$ cat src/sv/lcr_pkg.sv
// ----------------------------------------------------------------------------
// Lattice coefficient rounding: shared types
// Operation codes and the side information that travels down the pipeline
// next to the arithmetic of each item.
// ----------------------------------------------------------------------------
package lcr_pkg;

	// Width of the high and low result fields.
	localparam int OUT_W = 20;

	// Function select carried in the operation field.
	typedef enum logic [1:0] {
		OP_POWER2ROUND = 2'd0,
		OP_DECOMPOSE   = 2'd1,
		OP_HINT_GEN    = 2'd2,
		OP_HINT_APPLY  = 2'd3
	} lcr_op_t;

	// Per-item information worked out at entry and carried to the output.
	typedef struct packed {
		lcr_op_t                   op;
		logic                      hint;
		logic                      neg;
		logic                      flag;
		logic signed [OUT_W-1:0]   p2r_high;
		logic signed [OUT_W-1:0]   p2r_low;
	} side_t;

endpackage

$ cat src/sv/lattice_coefficient_rounding_core.sv
// ----------------------------------------------------------------------------
// Lattice coefficient rounding core
// Power2round, decompose, hint generation and hint application on one
// coefficient per cycle while the output is not held.
// ----------------------------------------------------------------------------
// Usage
// The input channel takes one item (operation, value, high_in, hint) at each
// rising edge with in_valid high and in_stall low. The output channel shows
// one result item (high, low, hint_out) per input item, in order, under
// out_valid; the receiver holds it with out_stall.
// The pipeline has one entry stage, one stage per trial subtraction of the
// shifted modulus, a sign fix-up stage, one stage per trial subtraction of
// the shifted 2*HALF_STEP, a centring stage and the output register. A new
// item enters in every cycle while in_stall is low; the chain of constant
// trial subtractions, one per stage, sets the depth and keeps every stage
// to a single compare and subtract.
// Reset clears every stage's valid bit, so no result appears until an item
// has gone all the way through. While a result waits with out_stall high the
// whole pipeline holds and in_stall is raised; nothing is lost or repeated.
// ----------------------------------------------------------------------------
module lattice_coefficient_rounding_core #(
	parameter int MODULUS   = 8380417,
	parameter int DROP_BITS = 13,
	parameter int HALF_STEP = 261888,
	parameter int HIGH_MAX  = 15
) (
	input  logic                                   clk,
	input  logic                                   arst_n,
	input  logic                                   in_valid,
	output logic                                   in_stall,
	input  logic [1:0]                             operation,
	input  logic signed [31:0]                     value,
	input  logic [5:0]                             high_in,
	input  logic                                   hint,
	output logic                                   out_valid,
	input  logic                                   out_stall,
	output logic signed [lcr_pkg::OUT_W-1:0]       high,
	output logic signed [lcr_pkg::OUT_W-1:0]       low,
	output logic                                   hint_out
);
	import lcr_pkg::*;

	// Derived sizes of the two constant divisions.
	localparam longint MOD_L     = longint'(MODULUS);
	localparam longint TWO_L     = 2 * longint'(HALF_STEP);
	localparam int     MB        = $clog2(MOD_L + 64'sd1);
	localparam int     TB        = $clog2(TWO_L + 64'sd1);
	localparam int     MOD_STEPS = 33 - MB;
	localparam int     DIV_STEPS = (MB > TB) ? (MB - TB + 1) : 1;
	localparam int     QW        = DIV_STEPS;
	localparam int     HW        = QW + 1;
	localparam int     LW        = TB + 1;
	localparam bit     CORNER_OK = (((MOD_L - 1) % TWO_L) == 0);
	localparam longint CORNER_Q  = (MOD_L - 1) / TWO_L;
	localparam logic [DROP_BITS:0] P2R_BIAS = (DROP_BITS+1)'((64'sd1 <<< (DROP_BITS - 1)) - 1);

	// Whole pipeline moves unless a finished result is held at the output.
	logic adv;
	assign adv      = !(out_valid && out_stall);
	assign in_stall = !adv;

	// ------------------------------------------------------------------
	// Entry stage: magnitude for the modular path, power2round and hint
	// generation.
	// ------------------------------------------------------------------
	logic signed [32:0]        p2r_sum;
	logic signed [32:0]        p2r_hi;
	logic signed [DROP_BITS:0] p2r_lo;
	logic signed [32:0]        val_w;
	logic                      mk_flag;
	side_t                     side_in;

	always_comb begin
		val_w   = 33'(value);
		p2r_sum = val_w + 33'(signed'({1'b0, P2R_BIAS}));
		p2r_hi  = p2r_sum >>> DROP_BITS;
		// The low part is the dropped bits less the rounding bias.
		p2r_lo  = signed'({1'b0, p2r_sum[DROP_BITS-1:0]}) - signed'(P2R_BIAS);
		mk_flag = (val_w > 33'(HALF_STEP)) || (val_w < -33'(HALF_STEP)) ||
			((val_w == -33'(HALF_STEP)) && (high_in != 6'd0));
		side_in.op       = lcr_op_t'(operation);
		side_in.hint     = hint;
		side_in.neg      = value[31];
		side_in.flag     = mk_flag;
		side_in.p2r_high = OUT_W'(p2r_hi);
		side_in.p2r_low  = OUT_W'(p2r_lo);
	end

	logic        vld_s1;
	logic [31:0] abs_s1;
	side_t       side_s1;

	always_ff @(posedge clk or negedge arst_n) begin
		if (!arst_n) begin
			vld_s1 <= 1'b0;
		end else if (adv) begin
			vld_s1 <= in_valid;
		end
	end

	always_ff @(posedge clk) begin
		if (adv) begin
			abs_s1  <= value[31] ? (32'd0 - value) : value;
			side_s1 <= side_in;
		end
	end

	// ------------------------------------------------------------------
	// Magnitude mod MODULUS: one trial subtraction of MODULUS << k a stage.
	// ------------------------------------------------------------------
	logic        vld_s2  [MOD_STEPS];
	logic [31:0] rem_s2  [MOD_STEPS];
	side_t       side_s2 [MOD_STEPS];

	for (genvar j = 0; j < MOD_STEPS; j++) begin : g_mod
		localparam int         K   = MOD_STEPS - 1 - j;
		localparam logic [63:0] SUB = 64'(MOD_L) << K;
		logic        vin;
		logic [31:0] rin;
		logic [31:0] rnext;
		side_t       sin;

		if (j == 0) begin : g_first
			assign vin = vld_s1;
			assign rin = abs_s1;
			assign sin = side_s1;
		end else begin : g_next
			assign vin = vld_s2[j-1];
			assign rin = rem_s2[j-1];
			assign sin = side_s2[j-1];
		end

		always_comb begin
			if ({32'd0, rin} >= SUB) begin
				rnext = rin - SUB[31:0];
			end else begin
				rnext = rin;
			end
		end

		always_ff @(posedge clk or negedge arst_n) begin
			if (!arst_n) begin
				vld_s2[j] <= 1'b0;
			end else if (adv) begin
				vld_s2[j] <= vin;
			end
		end

		always_ff @(posedge clk) begin
			if (adv) begin
				rem_s2[j]  <= rnext;
				side_s2[j] <= sin;
			end
		end
	end

	// ------------------------------------------------------------------
	// Sign fix-up: a negative value maps to MODULUS minus its remainder.
	// ------------------------------------------------------------------
	logic [MB-1:0] mrem;
	assign mrem = rem_s2[MOD_STEPS-1][MB-1:0];

	logic          vld_s3;
	logic [MB-1:0] m_s3;
	side_t         side_s3;

	always_ff @(posedge clk or negedge arst_n) begin
		if (!arst_n) begin
			vld_s3 <= 1'b0;
		end else if (adv) begin
			vld_s3 <= vld_s2[MOD_STEPS-1];
		end
	end

	always_ff @(posedge clk) begin
		if (adv) begin
			if (side_s2[MOD_STEPS-1].neg && (mrem != '0)) begin
				m_s3 <= MB'(MOD_L) - mrem;
			end else begin
				m_s3 <= mrem;
			end
			side_s3 <= side_s2[MOD_STEPS-1];
		end
	end

	// ------------------------------------------------------------------
	// Division by 2*HALF_STEP: quotient bit k decided in each stage.
	// ------------------------------------------------------------------
	logic          vld_s4  [DIV_STEPS];
	logic [MB-1:0] rem_s4  [DIV_STEPS];
	logic [QW-1:0] quo_s4  [DIV_STEPS];
	side_t         side_s4 [DIV_STEPS];

	for (genvar j = 0; j < DIV_STEPS; j++) begin : g_div
		localparam int          K   = DIV_STEPS - 1 - j;
		localparam logic [63:0] SUB = 64'(TWO_L) << K;
		logic          vin;
		logic [MB-1:0] rin;
		logic [QW-1:0] qin;
		logic [MB-1:0] rnext;
		logic [QW-1:0] qnext;
		side_t         sin;

		if (j == 0) begin : g_first
			assign vin = vld_s3;
			assign rin = m_s3;
			assign qin = '0;
			assign sin = side_s3;
		end else begin : g_next
			assign vin = vld_s4[j-1];
			assign rin = rem_s4[j-1];
			assign qin = quo_s4[j-1];
			assign sin = side_s4[j-1];
		end

		always_comb begin
			if ({(64-MB)'(0), rin} >= SUB) begin
				rnext = rin - SUB[MB-1:0];
				qnext = qin | (QW'(1) << K);
			end else begin
				rnext = rin;
				qnext = qin;
			end
		end

		always_ff @(posedge clk or negedge arst_n) begin
			if (!arst_n) begin
				vld_s4[j] <= 1'b0;
			end else if (adv) begin
				vld_s4[j] <= vin;
			end
		end

		always_ff @(posedge clk) begin
			if (adv) begin
				rem_s4[j]  <= rnext;
				quo_s4[j]  <= qnext;
				side_s4[j] <= sin;
			end
		end
	end

	// ------------------------------------------------------------------
	// Centring: a remainder above HALF_STEP becomes negative and the high
	// part goes up by one. The top corner folds back to zero.
	// ------------------------------------------------------------------
	logic [MB-1:0]        r2;
	logic [QW-1:0]        q2;
	logic                 up;
	logic signed [LW-1:0] r2_s;
	logic signed [LW-1:0] l_c;
	logic [HW-1:0]        hi_c;
	logic                 corner;

	always_comb begin
		r2     = rem_s4[DIV_STEPS-1];
		q2     = quo_s4[DIV_STEPS-1];
		up     = 64'(r2) > 64'(HALF_STEP);
		r2_s   = signed'(LW'(r2));
		l_c    = up ? (r2_s - LW'(TWO_L)) : r2_s;
		hi_c   = HW'(q2) + HW'(up);
		corner = CORNER_OK && (64'(hi_c) == 64'(CORNER_Q));
	end

	logic                 vld_s5;
	logic [HW-1:0]        hi_s5;
	logic signed [LW-1:0] lo_s5;
	side_t                side_s5;

	always_ff @(posedge clk or negedge arst_n) begin
		if (!arst_n) begin
			vld_s5 <= 1'b0;
		end else if (adv) begin
			vld_s5 <= vld_s4[DIV_STEPS-1];
		end
	end

	always_ff @(posedge clk) begin
		if (adv) begin
			hi_s5   <= corner ? '0 : hi_c;
			lo_s5   <= corner ? (l_c - LW'(1)) : l_c;
			side_s5 <= side_s4[DIV_STEPS-1];
		end
	end

	// ------------------------------------------------------------------
	// Hint step and result selection into the output register.
	// ------------------------------------------------------------------
	logic signed [OUT_W-1:0] hi_dec;
	logic signed [OUT_W-1:0] lo_dec;
	logic signed [OUT_W-1:0] hi_use;
	logic signed [OUT_W-1:0] high_d;
	logic signed [OUT_W-1:0] low_d;
	logic                    flag_d;
	logic                    lo_pos;

	always_comb begin
		hi_dec = OUT_W'(hi_s5);
		lo_dec = OUT_W'(lo_s5);
		lo_pos = !lo_s5[LW-1] && (lo_s5 != '0);
		hi_use = hi_dec;
		if (side_s5.hint) begin
			if (lo_pos) begin
				hi_use = (64'(hi_s5) == 64'(HIGH_MAX)) ? '0 : (hi_dec + OUT_W'(1));
			end else begin
				hi_use = (hi_s5 == '0) ? OUT_W'(HIGH_MAX) : (hi_dec - OUT_W'(1));
			end
		end
		case (side_s5.op)
			OP_POWER2ROUND: begin
				high_d = side_s5.p2r_high;
				low_d  = side_s5.p2r_low;
				flag_d = 1'b0;
			end
			OP_DECOMPOSE: begin
				high_d = hi_dec;
				low_d  = lo_dec;
				flag_d = 1'b0;
			end
			OP_HINT_GEN: begin
				high_d = '0;
				low_d  = '0;
				flag_d = side_s5.flag;
			end
			default: begin
				high_d = hi_use;
				low_d  = '0;
				flag_d = 1'b0;
			end
		endcase
	end

	logic                    vld_s6;
	logic signed [OUT_W-1:0] high_s6;
	logic signed [OUT_W-1:0] low_s6;
	logic                    flag_s6;
	lcr_op_t                 op_s6;

	always_ff @(posedge clk or negedge arst_n) begin
		if (!arst_n) begin
			vld_s6 <= 1'b0;
		end else if (adv) begin
			vld_s6 <= vld_s5;
		end
	end

	always_ff @(posedge clk) begin
		if (adv) begin
			high_s6 <= high_d;
			low_s6  <= low_d;
			flag_s6 <= flag_d;
			op_s6   <= side_s5.op;
		end
	end

	assign out_valid = vld_s6;
	assign high      = high_s6;
	assign low       = low_s6;
	assign hint_out  = flag_s6;

	// ------------------------------------------------------------------
	// Checks on the internal arithmetic and the hold behaviour.
	// ------------------------------------------------------------------

	// The reduced value always lies below the modulus.
	a_mod_range: assert property (@(posedge clk) disable iff (!arst_n)
		vld_s3 |-> (64'(m_s3) < 64'(MOD_L)))
		else $error("reduced coefficient not below the modulus");

	// The centred low part stays within [-HALF_STEP, HALF_STEP].
	a_low_range: assert property (@(posedge clk) disable iff (!arst_n)
		vld_s5 |-> ((longint'(lo_s5) >= -longint'(HALF_STEP)) &&
			(longint'(lo_s5) <= longint'(HALF_STEP))))
		else $error("centred low part out of range");

	// Only a hint generation item can carry a set hint bit out.
	a_hint_op: assert property (@(posedge clk) disable iff (!arst_n)
		(out_valid && hint_out) |-> (op_s6 == OP_HINT_GEN))
		else $error("hint bit set on an item other than hint generation");

	// A held output freezes the entry stage as well.
	a_hold_entry: assert property (@(posedge clk) disable iff (!arst_n)
		(out_valid && out_stall) |=> $stable(vld_s1))
		else $error("entry stage moved while the output was held");

endmodule
$ cat config.mk
export PLATFORM = sky130hd
export DESIGN_NAME = lattice_coefficient_rounding_core
export DESIGN_NICKNAME = d
export VERILOG_FILES = /design/src/sv/lcr_pkg.sv /design/src/sv/lattice_coefficient_rounding_core.sv
export SDC_FILE = /design/constraint.sdc
export NUM_CORES = 2
export LEC_CHECK = 0
export BUFFER_PORTS_ARGS = -buffer_cell sky130_fd_sc_hd__buf_4
export CORE_MARGIN = 1
export CORE_UTILIZATION = 65
export DETAILED_ROUTE_END_ITERATION = 7
export PLACE_DENSITY = 0.82
export SLEW_MARGIN = 10
export SYNTH_ARGS = -nofsm -noshare
export SYNTH_HDL_FRONTEND = slang
export SYNTH_SLANG_ARGS = --single-unit
$ cat constraint.sdc
create_clock -name clk -period 84.7 [get_ports clk]
set_input_delay 16.94 -clock clk [delete_from_list [all_inputs] [get_ports clk]]
set_output_delay 16.94 -clock clk [all_outputs]
set_load 0.01 [all_outputs]
==> results.tsv <==
metric	value	unit
status	completed	
period_minus_slack	34.83	ns
synth.area.top_cells	edfxtp_1 (77%), xnor2_1 (4.4%), xor2_1 (2.5%)	
crit_arrival	17.89	ns
cp_max_fo	56	
io_pins	88	
cts_root_buf	clkbuf_16	
initial_core_util	66.2	%
syn_avg_cell_area	16.5	um2
yosysMostFrequentCell	edfxtp_1	
rows	99	
clk-insertion-delay-late	0.68	ns
htreeDepth	3	
route.vias.total	24600	
regArea	38000	um2
clk_transition_reported_paths	0.06	ns
fp.dieH	276	um
start_kind	input pin	
max_cap_viol_count	0	
power.leakage	18.8	nW
setup_viol	0	
fmax	0.0287	GHz
crit_path_start	out_stall	
slew_violations	0	
rsz0062_at_grt	false	
cp_data_required_time	67.76	ns
cts_buffers	116	
cts_setup_buffers	0	
ir_worst_vdd	0.0000239	V
synth_cells	2942	
cts_resized	0	
place_hpwl	50.2	mm
clkSinkCount	1267	
synth_warnings	0	
cts_tree	yes	
overflow	0	
synth_edf_count	1248	
worstReg2RegStart	rem_s4[4][4]	
grt_pass1_wl	129	mm
die_area	76000	um2
power	2.07	mW
fin_util	73.9	%
first_pass_iters	5	
final_nets	3167	
syn_to_final_growth	11.6	%
preCtsSetupSlack	49.86	ns
synth_common_cells	edfxtp_1 (1248), xnor2_1 (245), nand2_1 (195)	
min-delay-start	side_s4[2][10]	
path_class	in2out	
hold_class	reg2reg	
ctsHoldBuffers	0	
syn_nets	3015	
finalWorstSetupSlack	49.87	ns
async_flop_share	1.50	%
core	73500	um2
finalCritPeriodShare	41.1	%
synth_ff_type	edfxtp_1	
antenna_found_initial	3	
yosysSeqAreaShare	78.0	%
slew_headroom	24.1	%
via_per_inst	5.91	
drtAntennaViolNets	0	
final_cell_area	54300	um2
powerDensity	38.1	nW/um2
global_route.usage.total	22.0	%
multiInputGateArea	10200	um2
drtIter0Drc	2123	
grt_pass1_vias	24600	
synth_cell_types	80	
die_w	276	um
ys_ff_latch	1267	
clk_path_buf_depth	3	
yosys.area.top_type	edfxtp_1	
routed_wl	82.3	mm
worst_pin_slew	1.14	ns
final_layout_size_suffix_gt1_share	10.4	%
hold_viol_final	0	
drcViolationCount	0	
wl_per_cell	19.8	um
fillers	4069	
port_buffers	87	
setup.worst_path.end_class	output port	
yosysTopAreaCellShare	77.0	%
fin_skew	0.0271	ns
setup_tns	0	ns
gp_congestion	0.877	
placed_cell_area	50400	um2
synth.cell_area	48700	um2
grt_start_max_net_pins	207	
[state kept, by name (all words and copies together) (netlist names), 32 cells and up]
signal,cells
rem_s4,115
side_s5,38
abs_s1,32
g_div.sin,38
side_s4,190
rem_s2,306
side_s2,386
g_mod.sin,38
[area by class of cell]
| type | count | share of cell area [%] |
|---|---|---|
| Sequential cell | 1267 | 69.9 |
| Multi-Input combinational cell | 1553 | 18.9 |
| Clock buffer | 138 | 5.54 |
| Tap cell | 959 | 2.21 |
| Clock inverter | 78 | 1.62 |
| Timing Repair Buffer | 100 | 1.47 |
| Inverter | 56 | 0.387 |
| Antenna cell | 3 | 0.0138 |
[metal layers]
layer | global-route usage [%] | vias up | share of wire, %
li1 | - | 11500 | -
met1 | 25.1 | 12100 | 37
met2 | 41.0 | 777 | 55
met3 | 3.81 | 179 | 5.0
met4 | 8.88 | 2 | 3.4
met5 | 0 | - | 0.015
[worst paths after layout]
check / end / slack [ns] / depth (start not counted)
max in group asynchronous: g_div[1].vin / 68.39 / 1
min: side_s4[3][10] / 0.41 / 0
min in group asynchronous: g_mod[8].vin / 16.11 / 1
min reg2reg: side_s4[3][10] / 0.41 / 0
max: in_stall / 49.87 / 4
max reg2reg: lo_dec[18] / 79.82 / 12
[layout by cell type (no fill, tap or decap), drive strengths merged, types with 5 or more instances in the layout]
| cell type | netlist | final |
|---|---|---|
| a21o | 6 | 6 |
| a21oi | 53 | 53 |
| a31oi | 11 | 11 |
| and2 | 54 | 54 |
| and3 | 21 | 21 |
| and4 | 17 | 17 |
| buf | 6 | 100 |
| bufinv | 0 | 19 |
| clkbuf | 60 | 138 |
| clkinv | 1 | 52 |
| dfrtp | 19 | 19 |
| edfxtp | 1248 | 1248 |
| ha | 28 | 28 |
| inv | 55 | 61 |
| mux2 | 28 | 28 |
| mux2i | 20 | 20 |
| nand2 | 196 | 196 |
| nand2b | 17 | 17 |
| nand3 | 92 | 92 |
| nand3b | 8 | 8 |
| nand4 | 46 | 46 |
| nand4b | 7 | 7 |
| nor2 | 164 | 164 |
| nor2b | 12 | 12 |
| nor3 | 81 | 81 |
| nor3b | 8 | 8 |
| nor4 | 79 | 79 |
| o21ai | 57 | 57 |
| o22ai | 5 | 5 |
| o31ai | 15 | 15 |
| o41ai | 16 | 16 |
| or2 | 8 | 8 |
| or3 | 37 | 37 |
| or4 | 29 | 29 |
| xnor2 | 245 | 245 |
| xor2 | 137 | 137 |
[cell families (layout without fill, tap and decap cells)]
kind of cell             count (synthesis)  count (layout)  synth area share, %
adder cells (fa/ha/maj)                 28              28                0.720
buffers and inverters                  122             372                0.967
AO/OA/AOI/OAI                          204             204                 2.78
multiplexers                            48              48                 1.06
flip-flops                            1267            1267                 78.0
other                                    0               3                    0
XOR/XNOR                               382             382                 6.88
AND/OR/NAND/NOR                        891             891                 9.59
[worst max-delay path: stages]
cell	delay, ns
buf_4	0.12
nand2_4	0.49
inv_1	0.13
buf_4	0.18
[power by group]
group / total (mW) / internal [mW] / switching [mW]
logic: 0.324 / 0.126 / 0.198
clock network: 0.530 / 0.311 / 0.219
registers: 1.21 / 1.06 / 0.155
[per-stage QoR]
stage               cells  hold slack, ns
detailed placement   3935           0.405
floorplan            2942           0.400
finish               4154           0.407
CTS                  4151           0.405
global placement     3935           0.400
global route         4152           0.407
Note: power is estimated with default switching activity, not from simulation.
